==> src/sv/bpcpid_pkg.sv <==
// Package for the battery power command block with damped PID.
// Holds the transaction types, code constants and datapath sizing.
// No dependencies; imported by battery_power_command_pid.
package bpcpid_pkg;

   // Datapath sizing
   localparam int INTEGRAL_WIDTH     = 40;
   localparam int GAIN_FRACTION_BITS = 8;
   localparam int CHUNK_W            = 32;
   localparam int ICHUNKS            = (INTEGRAL_WIDTH + CHUNK_W - 1) / CHUNK_W;
   localparam int IPAD_W             = ICHUNKS * CHUNK_W;
   localparam int OPA_W              = 17;
   localparam int OPB_W              = CHUNK_W + 1;
   localparam int PROD_W             = OPA_W + OPB_W;
   localparam int ACC_W              = (INTEGRAL_WIDTH + 18 > PROD_W + 2) ?
                                       INTEGRAL_WIDTH + 18 : PROD_W + 2;
   localparam int DIV_W              = 40;
   localparam int DIV_BITS_PER_STEP  = 4;
   localparam int DIV_STEPS          = DIV_W / DIV_BITS_PER_STEP;
   localparam int CNT_W              = $clog2(DIV_STEPS + 1);
   localparam int ERR_W              = 20;
   localparam int Y_W                = 32;

   // Fixed constants
   localparam logic [6:0]  PCT_FULL   = 7'd100;
   localparam logic [7:0]  DIVISOR    = 8'd100;
   localparam logic [5:0]  ROUND_HALF = 6'd50;
   localparam logic [13:0] PV_LIMIT   = 14'd10000;
   localparam logic [15:0] POWER_MAX  = 16'hFFFF;

   // Configuration port
   localparam int CSR_INDEX_W = 3;
   localparam int CSR_DATA_W  = 16;
   localparam logic [CSR_INDEX_W-1:0] CSR_TARGET_GRID_POWER = 3'd0;
   localparam logic [CSR_INDEX_W-1:0] CSR_DEADBAND          = 3'd1;
   localparam logic [CSR_INDEX_W-1:0] CSR_GAIN_P            = 3'd2;
   localparam logic [CSR_INDEX_W-1:0] CSR_GAIN_I            = 3'd3;
   localparam logic [CSR_INDEX_W-1:0] CSR_GAIN_D            = 3'd4;
   localparam logic [CSR_INDEX_W-1:0] CSR_OUTPUT_DAMPING    = 3'd5;
   localparam logic [CSR_INDEX_W-1:0] CSR_ERROR_DAMPING     = 3'd6;

   // Strategy codes
   localparam logic [2:0] MODE_STOP   = 3'd0;
   localparam logic [2:0] MODE_SELF   = 3'd1;
   localparam logic [2:0] MODE_CHARGE = 3'd2;
   localparam logic [2:0] MODE_PV     = 3'd3;
   localparam logic [2:0] MODE_SELL   = 3'd4;

   // Stop criteria
   localparam logic [1:0] GOAL_NONE   = 2'd0;
   localparam logic [1:0] GOAL_SOC    = 2'd1;
   localparam logic [1:0] GOAL_ENERGY = 2'd2;

   // Commands
   localparam logic [1:0] CMD_STOP      = 2'd0;
   localparam logic [1:0] CMD_CHARGE    = 2'd1;
   localparam logic [1:0] CMD_DISCHARGE = 2'd2;

   typedef struct packed {
      logic [2:0]         mode;
      logic signed [15:0] grid_power;
      logic [21:0]        total_energy;
      logic [9:0]         avg_charge_level;
      logic [15:0]        goal_power;
      logic [9:0]         goal_charge_level;
      logic [21:0]        goal_energy;
      logic [1:0]         goal_kind;
   } req_type;

   typedef struct packed {
      logic [1:0]  command;
      logic [15:0] power_watts;
      logic        clipped;
   } rsp_type;

endpackage

==> src/sv/battery_power_command_pid.sv <==
// Battery power command: one command per request from the active strategy.
// Self-consumption runs a damped PID on a shared multiply-accumulate unit.
// Depends on bpcpid_pkg.

// Usage: each request returns one response (stop, charge or discharge with a
// power in watts). Stop, charge, sell and charge-from-PV requests go from
// acceptance straight to the final step that loads the response register. A
// self-consumption request first runs the damped PID: the PID terms go one
// product per cycle through the single 17x33 multiplier with its accumulator,
// and each of the two round-to-nearest divisions by 100 runs through a divide
// unit that retires 4 quotient bits per cycle. req_stall is high from
// acceptance until the response is loaded; a response waiting on rsp_stall
// holds the sequencer in its last step. The configuration port is always
// ready and must only be written while idle.
module battery_power_command_pid
   import bpcpid_pkg::*;
(
   input  logic                   clock,
   input  logic                   reset,
   input  logic                   req_valid,
   output logic                   req_stall,
   input  req_type                req_payload,
   output logic                   rsp_valid,
   input  logic                   rsp_stall,
   output rsp_type                rsp_payload,
   input  logic                   csr_valid,
   output logic                   csr_ready,
   input  logic [CSR_INDEX_W-1:0] csr_index,
   input  logic [CSR_DATA_W-1:0]  csr_data
);

   localparam int ISUM_W = INTEGRAL_WIDTH + 1;
   localparam int QS_W   = DIV_W + 1;
   localparam logic signed [ERR_W-1:0] ERR_MAX = {1'b0, {(ERR_W-1){1'b1}}};
   localparam logic signed [ERR_W-1:0] ERR_MIN = {1'b1, {(ERR_W-1){1'b0}}};
   localparam logic signed [Y_W-1:0]   Y_MAX   = {1'b0, {(Y_W-1){1'b1}}};
   localparam logic signed [Y_W-1:0]   Y_MIN   = {1'b1, {(Y_W-1){1'b0}}};
   localparam logic signed [INTEGRAL_WIDTH-1:0] INT_MAX =
      {1'b0, {(INTEGRAL_WIDTH-1){1'b1}}};
   localparam logic signed [INTEGRAL_WIDTH-1:0] INT_MIN =
      {1'b1, {(INTEGRAL_WIDTH-1){1'b0}}};

   typedef enum logic [12:0] {
      ST_IDLE  = 13'h0001,
      ST_ERR0  = 13'h0002,
      ST_ERR1  = 13'h0004,
      ST_DLOAD = 13'h0008,
      ST_DIV   = 13'h0010,
      ST_INTEG = 13'h0020,
      ST_MI    = 13'h0040,
      ST_MP    = 13'h0080,
      ST_MD    = 13'h0100,
      ST_USAT  = 13'h0200,
      ST_Y0    = 13'h0400,
      ST_Y1    = 13'h0800,
      ST_FIN   = 13'h1000
   } state_type;

   typedef enum logic [1:0] {
      ACC_HOLD,
      ACC_LOAD,
      ACC_ADD,
      ACC_SHIFT_ADD
   } acc_op_type;

   // Control and persistent state
   state_type                   state_ff, state_in;
   logic                        rsp_valid_ff, rsp_valid_in;
   logic [CNT_W-1:0]            cnt_ff, cnt_in;
   logic                        phase_ff, phase_in;
   logic signed [14:0]          tgp_ff, tgp_in;
   logic [13:0]                 deadband_ff, deadband_in;
   logic signed [15:0]          gain_p_ff, gain_p_in;
   logic signed [15:0]          gain_i_ff, gain_i_in;
   logic signed [15:0]          gain_d_ff, gain_d_in;
   logic [6:0]                  out_damp_ff, out_damp_in;
   logic [6:0]                  err_damp_ff, err_damp_in;
   logic signed [ERR_W-1:0]     lde_ff, lde_in;
   logic signed [INTEGRAL_WIDTH-1:0] integ_ff, integ_in;
   logic signed [Y_W-1:0]       ldo_ff, ldo_in;

   // Datapath registers
   req_type                     item_ff, item_in;
   rsp_type                     rsp_ff, rsp_in;
   logic signed [ACC_W-1:0]     acc_ff, acc_in;
   logic [DIV_W-1:0]            div_ff, div_in;
   logic [6:0]                  rem_ff, rem_in;
   logic                        neg_ff, neg_in;
   logic signed [ERR_W-1:0]     de_ff, de_in;
   logic signed [Y_W-1:0]       u_ff, u_in;
   logic [IPAD_W-1:0]           ishift_ff, ishift_in;

   // Combinational helpers
   logic [6:0]                  ed_eff, od_eff;
   logic signed [16:0]          err_e;
   logic signed [20:0]          d_diff;
   logic signed [OPA_W-1:0]     op_a;
   logic signed [OPB_W-1:0]     op_b;
   logic signed [PROD_W-1:0]    prod;
   logic signed [ACC_W-1:0]     prod_x;
   acc_op_type                  acc_op;
   logic [ACC_W-1:0]            acc_abs;
   logic [DIV_W-1:0]            div_step;
   logic [6:0]                  rem_step;
   logic signed [DIV_W:0]       quo_mag;
   logic signed [QS_W-1:0]      quo_s;
   logic signed [ERR_W-1:0]     de_sat;
   logic signed [Y_W-1:0]       y_sat;
   logic signed [ISUM_W-1:0]    isum;
   logic signed [INTEGRAL_WIDTH-1:0] isat;
   logic signed [ACC_W-1:0]     ash;
   logic signed [Y_W-1:0]       u_sat;
   logic [CHUNK_W-1:0]          chunk_top;
   logic                        mi_first;
   logic                        req_take;
   logic                        fin_fire;
   logic                        item_pid;
   logic                        acc_mode_pid;

   assign req_stall   = (state_ff != ST_IDLE);
   assign req_take    = req_valid && !req_stall;
   assign csr_ready   = 1'b1;
   assign rsp_valid   = rsp_valid_ff;
   assign rsp_payload = rsp_ff;
   assign fin_fire    = (state_ff == ST_FIN) && (!rsp_valid_ff || !rsp_stall);

   // Decode self-consumption, including unused codes
   always_comb begin
      acc_mode_pid = !(req_payload.mode == MODE_STOP || req_payload.mode == MODE_CHARGE ||
                       req_payload.mode == MODE_PV || req_payload.mode == MODE_SELL);
      item_pid     = !(item_ff.mode == MODE_STOP || item_ff.mode == MODE_CHARGE ||
                       item_ff.mode == MODE_PV || item_ff.mode == MODE_SELL);
   end

   // Configuration writes
   always_comb begin
      tgp_in      = tgp_ff;
      deadband_in = deadband_ff;
      gain_p_in   = gain_p_ff;
      gain_i_in   = gain_i_ff;
      gain_d_in   = gain_d_ff;
      out_damp_in = out_damp_ff;
      err_damp_in = err_damp_ff;
      if (csr_valid && csr_ready) begin
         unique case (csr_index)
            CSR_TARGET_GRID_POWER: tgp_in      = csr_data[14:0];
            CSR_DEADBAND:          deadband_in = csr_data[13:0];
            CSR_GAIN_P:            gain_p_in   = csr_data;
            CSR_GAIN_I:            gain_i_in   = csr_data;
            CSR_GAIN_D:            gain_d_in   = csr_data;
            CSR_OUTPUT_DAMPING:    out_damp_in = csr_data[6:0];
            CSR_ERROR_DAMPING:     err_damp_in = csr_data[6:0];
            default: ;
         endcase
      end
   end

   // Clamp damping percentages and form the raw error and derivative
   always_comb begin
      ed_eff    = (err_damp_ff > PCT_FULL) ? PCT_FULL : err_damp_ff;
      od_eff    = (out_damp_ff > PCT_FULL) ? PCT_FULL : out_damp_ff;
      err_e     = 17'(item_ff.grid_power) - 17'(tgp_ff);
      d_diff    = 21'(de_ff) - 21'(lde_ff);
      chunk_top = ishift_ff[IPAD_W-1 -: CHUNK_W];
      mi_first  = (cnt_ff == CNT_W'(ICHUNKS - 1));
   end

   // Select multiplier operands and accumulator operation per step
   always_comb begin
      op_a   = '0;
      op_b   = '0;
      acc_op = ACC_HOLD;
      unique case (state_ff)
         ST_ERR0: begin
            op_a   = OPA_W'(PCT_FULL - ed_eff);
            op_b   = OPB_W'(err_e);
            acc_op = ACC_LOAD;
         end
         ST_ERR1: begin
            op_a   = OPA_W'(ed_eff);
            op_b   = OPB_W'(lde_ff);
            acc_op = ACC_ADD;
         end
         ST_MI: begin
            op_a = OPA_W'(gain_i_ff);
            if (mi_first) begin
               op_b   = OPB_W'($signed(chunk_top));
               acc_op = ACC_LOAD;
            end else begin
               op_b   = OPB_W'(chunk_top);
               acc_op = ACC_SHIFT_ADD;
            end
         end
         ST_MP: begin
            op_a   = OPA_W'(gain_p_ff);
            op_b   = OPB_W'(de_ff);
            acc_op = ACC_ADD;
         end
         ST_MD: begin
            op_a   = OPA_W'(gain_d_ff);
            op_b   = OPB_W'(d_diff);
            acc_op = ACC_ADD;
         end
         ST_Y0: begin
            op_a   = OPA_W'(PCT_FULL - od_eff);
            op_b   = OPB_W'(u_ff);
            acc_op = ACC_LOAD;
         end
         ST_Y1: begin
            op_a   = OPA_W'(od_eff);
            op_b   = OPB_W'(ldo_ff);
            acc_op = ACC_ADD;
         end
         default: acc_op = ACC_HOLD;
      endcase
   end

   // Shared multiply-accumulate unit
   always_comb begin
      prod   = PROD_W'(op_a) * PROD_W'(op_b);
      prod_x = ACC_W'(prod);
      unique case (acc_op)
         ACC_LOAD:      acc_in = prod_x;
         ACC_ADD:       acc_in = acc_ff + prod_x;
         ACC_SHIFT_ADD: acc_in = (acc_ff <<< CHUNK_W) + prod_x;
         default:       acc_in = acc_ff;
      endcase
   end

   // Divide-by-100 unit: restoring, several quotient bits per cycle
   always_comb begin
      logic [7:0] r8;
      div_step = div_ff;
      rem_step = rem_ff;
      for (int j = 0; j < DIV_BITS_PER_STEP; j++) begin
         r8       = {rem_step, div_step[DIV_W-1]};
         div_step = {div_step[DIV_W-2:0], 1'b0};
         if (r8 >= DIVISOR) begin
            rem_step    = 7'(r8 - DIVISOR);
            div_step[0] = 1'b1;
         end else begin
            rem_step = r8[6:0];
         end
      end
      acc_abs = acc_ff[ACC_W-1] ? ACC_W'(-acc_ff) : ACC_W'(acc_ff);
      quo_mag = $signed({1'b0, div_ff});
      quo_s   = neg_ff ? -quo_mag : quo_mag;
   end

   // Saturate the divide results, the integral and the scaled PID sum
   always_comb begin
      if (quo_s > QS_W'(ERR_MAX)) begin
         de_sat = ERR_MAX;
      end else if (quo_s < QS_W'(ERR_MIN)) begin
         de_sat = ERR_MIN;
      end else begin
         de_sat = quo_s[ERR_W-1:0];
      end

      if (quo_s > QS_W'(Y_MAX)) begin
         y_sat = Y_MAX;
      end else if (quo_s < QS_W'(Y_MIN)) begin
         y_sat = Y_MIN;
      end else begin
         y_sat = quo_s[Y_W-1:0];
      end

      isum = ISUM_W'(integ_ff) + ISUM_W'(de_sat);
      if (isum > ISUM_W'(INT_MAX)) begin
         isat = INT_MAX;
      end else if (isum < ISUM_W'(INT_MIN)) begin
         isat = INT_MIN;
      end else begin
         isat = isum[INTEGRAL_WIDTH-1:0];
      end

      ash = acc_ff >>> GAIN_FRACTION_BITS;
      if (ash > ACC_W'(Y_MAX)) begin
         u_sat = Y_MAX;
      end else if (ash < ACC_W'(Y_MIN)) begin
         u_sat = Y_MIN;
      end else begin
         u_sat = ash[Y_W-1:0];
      end
   end

   // Build the response for the held transaction
   always_comb begin
      logic               stop_goal;
      logic signed [16:0] g17;
      logic signed [16:0] db17;
      logic signed [16:0] pv_p;
      logic signed [32:0] y33;
      logic signed [32:0] db33;
      logic signed [32:0] mag;
      rsp_in.command     = CMD_STOP;
      rsp_in.power_watts = '0;
      rsp_in.clipped     = 1'b0;
      stop_goal          = 1'b0;
      g17                = 17'(item_ff.grid_power);
      db17               = $signed(17'(deadband_ff));
      pv_p               = -g17;
      y33                = 33'(y_sat);
      db33               = $signed(33'(deadband_ff));
      mag                = y33[32] ? -y33 : y33;
      unique case (item_ff.mode)
         MODE_STOP: rsp_in.command = CMD_STOP;
         MODE_CHARGE, MODE_SELL: begin
            if (item_ff.mode == MODE_CHARGE) begin
               if (item_ff.goal_kind == GOAL_SOC) begin
                  stop_goal = item_ff.avg_charge_level >= item_ff.goal_charge_level;
               end else if (item_ff.goal_kind == GOAL_ENERGY) begin
                  stop_goal = item_ff.total_energy >= item_ff.goal_energy;
               end
            end else begin
               if (item_ff.goal_kind == GOAL_SOC) begin
                  stop_goal = item_ff.avg_charge_level <= item_ff.goal_charge_level;
               end else if (item_ff.goal_kind == GOAL_ENERGY) begin
                  stop_goal = item_ff.total_energy <= item_ff.goal_energy;
               end
            end
            if (!stop_goal) begin
               rsp_in.command     = (item_ff.mode == MODE_CHARGE) ? CMD_CHARGE : CMD_DISCHARGE;
               rsp_in.power_watts = item_ff.goal_power;
            end
         end
         MODE_PV: begin
            if (g17 < -db17) begin
               rsp_in.command = CMD_CHARGE;
               if (pv_p > $signed(17'(PV_LIMIT))) begin
                  rsp_in.power_watts = 16'(PV_LIMIT);
               end else begin
                  rsp_in.power_watts = pv_p[15:0];
               end
            end
         end
         default: begin
            // Self-consumption: deadband, direction and magnitude clip
            if (y33 > db33 || y33 < -db33) begin
               rsp_in.command = y33[32] ? CMD_CHARGE : CMD_DISCHARGE;
               if (mag > $signed(33'(POWER_MAX))) begin
                  rsp_in.power_watts = POWER_MAX;
                  rsp_in.clipped     = 1'b1;
               end else begin
                  rsp_in.power_watts = mag[15:0];
               end
            end
         end
      endcase
   end

   // Sequencer and register next values
   always_comb begin
      state_in     = state_ff;
      cnt_in       = cnt_ff;
      phase_in     = phase_ff;
      item_in      = item_ff;
      div_in       = div_ff;
      rem_in       = rem_ff;
      neg_in       = neg_ff;
      de_in        = de_ff;
      u_in         = u_ff;
      ishift_in    = ishift_ff;
      lde_in       = lde_ff;
      integ_in     = integ_ff;
      ldo_in       = ldo_ff;
      rsp_valid_in = rsp_valid_ff;
      if (rsp_valid_ff && !rsp_stall) begin
         rsp_valid_in = 1'b0;
      end
      unique case (state_ff)
         ST_IDLE: begin
            if (req_take) begin
               item_in  = req_payload;
               phase_in = 1'b0;
               state_in = acc_mode_pid ? ST_ERR0 : ST_FIN;
            end
         end
         ST_ERR0: state_in = ST_ERR1;
         ST_ERR1: state_in = ST_DLOAD;
         ST_DLOAD: begin
            neg_in   = acc_ff[ACC_W-1];
            div_in   = acc_abs[DIV_W-1:0] + DIV_W'(ROUND_HALF);
            rem_in   = '0;
            cnt_in   = CNT_W'(DIV_STEPS - 1);
            state_in = ST_DIV;
         end
         ST_DIV: begin
            div_in = div_step;
            rem_in = rem_step;
            if (cnt_ff == '0) begin
               state_in = phase_ff ? ST_FIN : ST_INTEG;
            end else begin
               cnt_in = cnt_ff - 1'b1;
            end
         end
         ST_INTEG: begin
            de_in     = de_sat;
            integ_in  = isat;
            ishift_in = IPAD_W'(isat);
            cnt_in    = CNT_W'(ICHUNKS - 1);
            state_in  = ST_MI;
         end
         ST_MI: begin
            ishift_in = ishift_ff << CHUNK_W;
            if (cnt_ff == '0) begin
               state_in = ST_MP;
            end else begin
               cnt_in = cnt_ff - 1'b1;
            end
         end
         ST_MP:   state_in = ST_MD;
         ST_MD:   state_in = ST_USAT;
         ST_USAT: begin
            u_in     = u_sat;
            state_in = ST_Y0;
         end
         ST_Y0:   state_in = ST_Y1;
         ST_Y1: begin
            phase_in = 1'b1;
            state_in = ST_DLOAD;
         end
         ST_FIN: begin
            if (fin_fire) begin
               rsp_valid_in = 1'b1;
               state_in     = ST_IDLE;
               if (item_pid) begin
                  lde_in = de_ff;
                  ldo_in = y_sat;
               end
            end
         end
         default: state_in = ST_IDLE;
      endcase
   end

   // Control and persistent state registers
   always_ff @(posedge clock) begin
      if (reset) begin
         state_ff     <= ST_IDLE;
         rsp_valid_ff <= 1'b0;
         cnt_ff       <= '0;
         phase_ff     <= 1'b0;
         tgp_ff       <= '0;
         deadband_ff  <= '0;
         gain_p_ff    <= '0;
         gain_i_ff    <= '0;
         gain_d_ff    <= '0;
         out_damp_ff  <= '0;
         err_damp_ff  <= '0;
         lde_ff       <= '0;
         integ_ff     <= '0;
         ldo_ff       <= '0;
      end else begin
         state_ff     <= state_in;
         rsp_valid_ff <= rsp_valid_in;
         cnt_ff       <= cnt_in;
         phase_ff     <= phase_in;
         tgp_ff       <= tgp_in;
         deadband_ff  <= deadband_in;
         gain_p_ff    <= gain_p_in;
         gain_i_ff    <= gain_i_in;
         gain_d_ff    <= gain_d_in;
         out_damp_ff  <= out_damp_in;
         err_damp_ff  <= err_damp_in;
         lde_ff       <= lde_in;
         integ_ff     <= integ_in;
         ldo_ff       <= ldo_in;
      end
   end

   // Payload registers
   always_ff @(posedge clock) begin
      item_ff   <= item_in;
      acc_ff    <= acc_in;
      div_ff    <= div_in;
      rem_ff    <= rem_in;
      neg_ff    <= neg_in;
      de_ff     <= de_in;
      u_ff      <= u_in;
      ishift_ff <= ishift_in;
      if (fin_fire) begin
         rsp_ff <= rsp_in;
      end
   end

`ifndef SYNTHESIS
   // A new response is only loaded from the final step
   assert property (@(posedge clock) disable iff (reset)
      $rose(rsp_valid) |-> $past(state_ff == ST_FIN))
      else $error("response raised outside the final step");

   // An accepted transaction keeps the input stalled on the next cycle
   assert property (@(posedge clock) disable iff (reset)
      (req_valid && !req_stall) |=> req_stall)
      else $error("input not stalled after acceptance");

   // A stop response carries no power and no clip flag
   assert property (@(posedge clock) disable iff (reset)
      (rsp_valid && rsp_payload.command == CMD_STOP) |->
      (rsp_payload.power_watts == '0 && !rsp_payload.clipped))
      else $error("stop response with nonzero power or clip");

   // Clip flag implies full-scale power
   assert property (@(posedge clock) disable iff (reset)
      (rsp_valid && rsp_payload.clipped) |-> (rsp_payload.power_watts == POWER_MAX))
      else $error("clipped response below full scale");
`endif

endmodule

==> config.mk <==
export PLATFORM = sky130hd
export DESIGN_NAME = battery_power_command_pid
export DESIGN_NICKNAME = d
export VERILOG_FILES = /design/src/sv/bpcpid_pkg.sv /design/src/sv/battery_power_command_pid.sv
export SDC_FILE = /design/constraint.sdc
export NUM_CORES = 2
export LEC_CHECK = 0
export ABC_AREA = 1
export BUFFER_PORTS_ARGS = -buffer_cell sky130_fd_sc_hd__clkbuf_2
export CAP_MARGIN = 20
export CORE_MARGIN = 2
export CORE_UTILIZATION = 40
export CTS_BUF_LIST = sky130_fd_sc_hd__clkbuf_16
export CTS_CLUSTER_SIZE = 12
export DETAILED_ROUTE_END_ITERATION = 8
export SLEW_MARGIN = 10
export SYNTH_ARGS = -nofsm -noshare
export SYNTH_HDL_FRONTEND = slang
export SYNTH_SLANG_ARGS = --single-unit
==> constraint.sdc <==
create_clock -name clock -period 14.55 [get_ports clock]
set_clock_uncertainty 0.15 [all_clocks]
set_input_delay 2.91 -clock clock [delete_from_list [all_inputs] [get_ports clock]]
set_output_delay 2.91 -clock clock [all_outputs]
set_load 0.005 [all_outputs]
# After elaboration in Yosys (flattened, before gate mapping)
# Index checks and enable logic that the tools add are counted.
[op_classes] reduce_logical=41 n_mul=1 n_eq_ne=37 addsub=19 mux=59 bitwise=2 order_cmp=23
[op_table] operator="33-bit case mux with 7 select lines" n=1
[op_table] operator="58-bit case mux with 3 select lines" n=1
[op_table] operator="13-bit case mux with 12 select lines" n=1
[op_table] operator="64-bit case mux with 2 select lines" n=1
[op_table] operator="40-bit 2-to-1 mux" n=3
[op_table] operator="17-bit case mux with 7 select lines" n=1
[op_table] operator="58-bit by 50-bit adder with 58-bit output" n=2
[op_table] operator="32-bit 2-to-1 mux" n=3
[op_table] operator="40-bit case mux with 2 select lines" n=1
[op_table] operator="13-bit 2-to-1 mux" n=6
[op_table] operator="33-bit 2-to-1 mux" n=2
[op_table] operator="50-bit by 32-bit > comparator with 1-bit output, second input constant" n=1
[op_table] operator="50-bit by 32-bit less-than comparator with 1-bit output, second input constant" n=1
[op_table] operator="17-bit by 33-bit multiplier with 50-bit output" n=1
[op_table] operator="16-bit case mux with 3 select lines" n=1
[op_table] operator="7-bit 2-to-1 mux" n=6
[op_table] operator="40-bit by 20-bit adder with 41-bit output" n=1
[op_table] operator="41-bit by 20-bit > comparator with 1-bit output, second input constant" n=1
[op_table] operator="41-bit by 32-bit > comparator with 1-bit output, second input constant" n=1
[op_table] operator="41-bit by 40-bit > comparator with 1-bit output, second input constant" n=1
[op_table] operator="41-bit by 20-bit less-than comparator with 1-bit output, second input constant" n=1
[op_table] operator="41-bit by 32-bit less-than comparator with 1-bit output, second input constant" n=1
[op_table] operator="41-bit by 40-bit less-than comparator with 1-bit output, second input constant" n=1
[op_table] operator="41-bit 2-to-1 mux" n=1
[op_table] operator="70 further kinds" n=142
[totals] input_bits=125 ff_bits=544 wordCells=214 out_inout_bits=22

# Logic depth before layout (Yosys ltp)
[depth] word_depth=11 mapped_depth=68 ltp_nobuf=65

# Least setup slack after synthesis
# No wires, ideal clock.
[synth_timing] kind="register to register" from="reg de_ff[0]" to="reg acc_ff[54], data pin" t_required_ns=14.132 synth_period_minus_slack_ns=11.079 arrival_time_ns=10.660 stages_incl_launch_ff=66 slack_ns=3.471 setup_ns=0.268 path_cell_list="edfxtp_1 > inv_1 > ha_1 > fa_1 > nand3b_1 > nand2_1 > nand2_1 > nand2_1 > a21oi_1 > o21ai_0 > a21oi_1 > inv_1 > a21o_1 > inv_1 > nor2_1 > nor2_1 > o21ai_0 > nand2_1 > [... 30 more ...] > xor2_1 > ha_1 > inv_1 > nor4_1 > nand2_1 > nand2_1 > nand2_1 > nand2_1 > a21oi_1 > o21ai_0 > a21boi_0 > o21ai_0 > a21boi_0 > o21ai_0 > a21oi_1 > or2_2 > nand3_1 > nand3_1"
[synth_via] elab_chain_cells=5
[synth_rtl] item="from (decl)" line="battery_power_command_pid.sv:89" rtl="logic signed [ERR_W-1:0] de_ff, de_in;"
[synth_rtl] item="from (signal assigned)" line="battery_power_command_pid.sv:479" rtl="de_ff <= de_in;"
[synth_rtl] item="20-bit by 20-bit subtractor with 21-bit output" line="battery_power_command_pid.sv:163" rtl="d_diff = 21'(de_ff) - 21'(lde_ff);"
[synth_rtl] item="33-bit case mux with 7 select lines (*)" line="battery_power_command_pid.sv:173" rtl="unique case (state_ff)"
[synth_rtl] item="17-bit by 33-bit multiplier with 50-bit output (*)" line="battery_power_command_pid.sv:220" rtl="prod = PROD_W'(op_a) * PROD_W'(op_b);"
[synth_rtl] item="58-bit by 50-bit adder with 58-bit output (on tied branches)" line="battery_power_command_pid.sv:225, battery_power_command_pid.sv:224"
[synth_rtl] item="58-bit case mux with 3 select lines (*)" line="battery_power_command_pid.sv:222" rtl="unique case (acc_op)"
[synth_rtl] item="via acc_in[54]" line="battery_power_command_pid.sv:85" rtl="logic signed [ACC_W-1:0] acc_ff, acc_in;"
[synth_rtl] item="to (signal assigned)" line="battery_power_command_pid.sv:475" rtl="acc_ff <= acc_in;"
[synth_rtl] item="to (decl)" line="battery_power_command_pid.sv:85"
# Mark *: on every way through the listed nets, which the timed path passes. The rest lies on a longest branch.
# A chain may end at the register's enable or synchronous reset.

# Worst setup path in the final report
[layout_timing] from="reg state_ff[10]" to="reg acc_ff[54], data pin"
[layout_via] elab_chain_cells=5
[layout_rtl] item="from (decl)" line="battery_power_command_pid.sv:67" rtl="state_type state_ff, state_in;"
[layout_rtl] item="from (signal assigned)" line="battery_power_command_pid.sv:455" rtl="state_ff <= state_in;"
[layout_rtl] item="13-bit by 12-bit == test with 1-bit output, or another cell as far along" line="battery_power_command_pid.sv:173"
[layout_rtl] item="17-bit case mux with 7 select lines, or another cell as far along" line="battery_power_command_pid.sv:173"
[layout_rtl] item="17-bit by 33-bit multiplier with 50-bit output / 2-bit case mux with 3 select lines (equally long branches)" line="battery_power_command_pid.sv:220, battery_power_command_pid.sv:173"
[layout_rtl] item="58-bit by 50-bit adder with 58-bit output, or another cell as far along" line="battery_power_command_pid.sv:225" rtl="ACC_SHIFT_ADD: acc_in = (acc_ff <<< CHUNK_W) + prod_x;"
[layout_rtl] item="58-bit case mux with 3 select lines (*)" line="battery_power_command_pid.sv:222"
[layout_rtl] item="via acc_in[54]" line="battery_power_command_pid.sv:85"
# Marked as above.

==> impl_metrics.toml <==
[synth]
syn-num-nets = 8700
synth_top_area_share_pct = 18.6
avgSynthCellArea_um2 = 7.63
ys_warn_count = 0
synth_top_flop_cell = "edfxtp_1"
synthCells = 7646
ys_seq_elements = 544
synth_top_cell_by_area = "fa_1"
ys_types = 76
synth-edff-count = 342
ys_seq_area_share_pct = 24.5
yosys-top-cells-area = "fa_1, edfxtp_1, inv_1, nand2_1, ha_1"
syn_area_mm2 = 0.0583
synth-async-reset-ratio_pct = 0

[finish]
area_growth_pct = 8.66
fin_area_mm2 = 0.0634
final_cell_mix = "inv_1, nand2_1, nor2_1"
layout-drive-gt1-share_pct = 5.95
layout.nets = 8770
final_common_cell = "inv_1"
final_cells = 9687

[setup_path]
crit_path_end_kind = "flip-flop"
start_kind = "flip-flop"
crit_path_max_fanout = 41
cp_common_cell = "inv_1"
r2r_start = "state_ff[10]"
cp_slowest_cell = "inv_1"
max_stage_delay_ns = 0.62
critPathKind = "flip-flop to flip-flop"
crit_start = "state_ff[10]"
required_ns = 14.81
worst_ep_arrival_time_ns = 13.41

[timing]
fin_crit_sh_pct = 90.3
rsz0062_at_grt = "false"
setup-tns-final_ns = 0
setup_ws_ns = 1.41
hold_viol = 0
slew_violations = 0
finalSetupViolCount = 0
tightest_slew_ns = 1.12
relSlewSlack_pct = 25.1
period_needed_ns = 13.14
max_freq_ghz = 0.0761

[global_routing]
grt_pass1_wl_um = 293000
grt_max_degree = 99
grt_overflow = 0
met2_usage_pct = 40.1
grt_use_total_pct = 25.4
grtUsageMet1_pct = 36.3
use_met3_pct = 2.78
grt_pass1_vias = 49300
antenna_found_initial = 6
grt_busiest_layer = "met2"

[clock_network]
cts.htree.levels = 2
cts_hold_buffers = 0
cts_setup_buffers = 0
cts-root-buf = "clkbuf_16"
cts_resized = 0
clockBufferDepth = 3
insertion_delay_ns = 0.69
numCtsBuffers = 61
cts_tree = "done"
clkTransAtPathRegs_ns = 0.06
cts.sinks = 544

[floorplanning]
io_pins = 147
die_height_um = 386
dieWidth_um = 386
start_util_pct = 40.2
dieArea_mm2 = 0.149
row_count = 140
core_mm2 = 0.145

[route]
vias = 51000
drtIter0Drc = 4543
dr.pass1.iters = 6
drc = 0
vias_per_cell = 5.26
routedWlPerCell_um = 19.6
wirelength_um = 190000
ant_nets = 0

[min_path]
hold_start = "gain_i_ff[9]"
hp-class = "flip-flop to flip-flop"

[placement]
dp_cells = 9569
placed_area_mm2 = 0.0613
place.gp.congestion = 0.978
dpl.hpwl_um = 153000
port_buffers = 145
dp_slack_ns = 1.17

[power]
p_leak_nw = 32.3
ir_worst_vdd_uv = 108
p_per_area_mw_per_mm2 = 80.8
total_power_mw = 5.12

[run]
drv_cap = 0

[run_status]
status = "finished clean"
-- cell type report --
cell class	count	area (um^2)
Clock inverter	49	393
Multi-Input combinational cell	5251	37100
Sequential cell	544	14300
Tap cell	1917	2400
Timing Repair Buffer	234	1440
Inverter	1624	6100
Antenna cell	1	2.50
Clock buffer	67	1680
Fill cell	14700	81800
-- cells in the mapped netlist (4+ instances only) --
cell type and instances:
xor2_1 180, edfxtp_1 342, nand2_4 4, nor4_1 25
nor2_1 644, buf_4 4, o21ai_1 18, and3_1 4
o21ai_0 419, nand4_1 68, nor2_2 9, inv_2 11
clkinv_1 13, ha_1 387, a221oi_1 19, nand3_1 284
nor3_1 82, nand2_2 36, fa_1 542, buf_2 22
o2111ai_1 10, dfxtp_1 202, a21boi_0 10, o221ai_1 24
o21a_1 16, clkbuf_1 177, or2_2 33, a31oi_1 47
o21bai_1 14, a32o_1 6, buf_1 17, inv_1 1599
a32oi_1 6, xnor2_1 87, a211oi_1 36, o31ai_1 10
a21oi_1 527, a21o_1 15, nand2_1 1514, nand3b_1 24
nand3_2 6, o22ai_1 22, o211ai_1 82
-- worst max-delay path: cells and delay by family, from the launching register on --
kind	cells	cell delay (ns)
AO/OA/AOI/OAI	12	3.34
XOR/XNOR	1	0.18
adder cells (fa/ha/maj)	8	3.86
buffers and inverters	11	2.06
flip-flops	1	0.32
AND/OR/NAND/NOR	19	2.91
-- sequential cells by signal, summed over array words and instances, names as in the netlist, 32 cells and up --
name,flops
div_ff,40
u_ff,32
ldo_ff,32
acc_ff,58
ishift_ff,64
integ_ff,40
item_ff,101
-- path summary, 6_finish.rpt --
check / endpoint / slack (ns) / depth (start not counted)
hold / removal: gain_i_ff[9] / 0.30 / 2
setup reg to reg: acc_ff[54] / 1.41 / 51
setup / recovery: acc_ff[54] / 1.41 / 51
hold reg to reg: gain_i_ff[9] / 0.30 / 2
-- per-stage QoR --
stage	util (%)	hold slack, ns
after global routing	43.6	0.314
after global placement	42.2	0.285
final	43.7	0.298
after CTS	43.6	0.299
after detailed placement	42.2	0.290
after floorplan	-	0.274
-- where the power goes --
| part | total, mW | internal (mW) | switching (mW) |
|---|---|---|---|
| sequential | 2.03 | 1.88 | 0.143 |
| combinational | 1.48 | 0.440 | 1.04 |
| clock | 1.61 | 0.915 | 0.694 |
-- per-layer routing --
layer	up-vias	wire length (um)
li1	24500	-
met1	24600	85700
met2	1682	84700
met3	254	13000
met4	0	6770
met5	-	0
-- cells by family (layout without fill, tap and decap cells) --
kind of cell	after synthesis	in the layout	synth area share [%]
simple gates	2747	2747	19.6
buf+inv	1851	1974	12.1
compound gates	1307	1307	12.8
fa+ha+maj	929	929	26.9
flops	544	544	24.5
xor+xnor	267	267	4.01
other cells	1	2	0.00643
No activity file was read; power rests on OpenSTA's default activity.
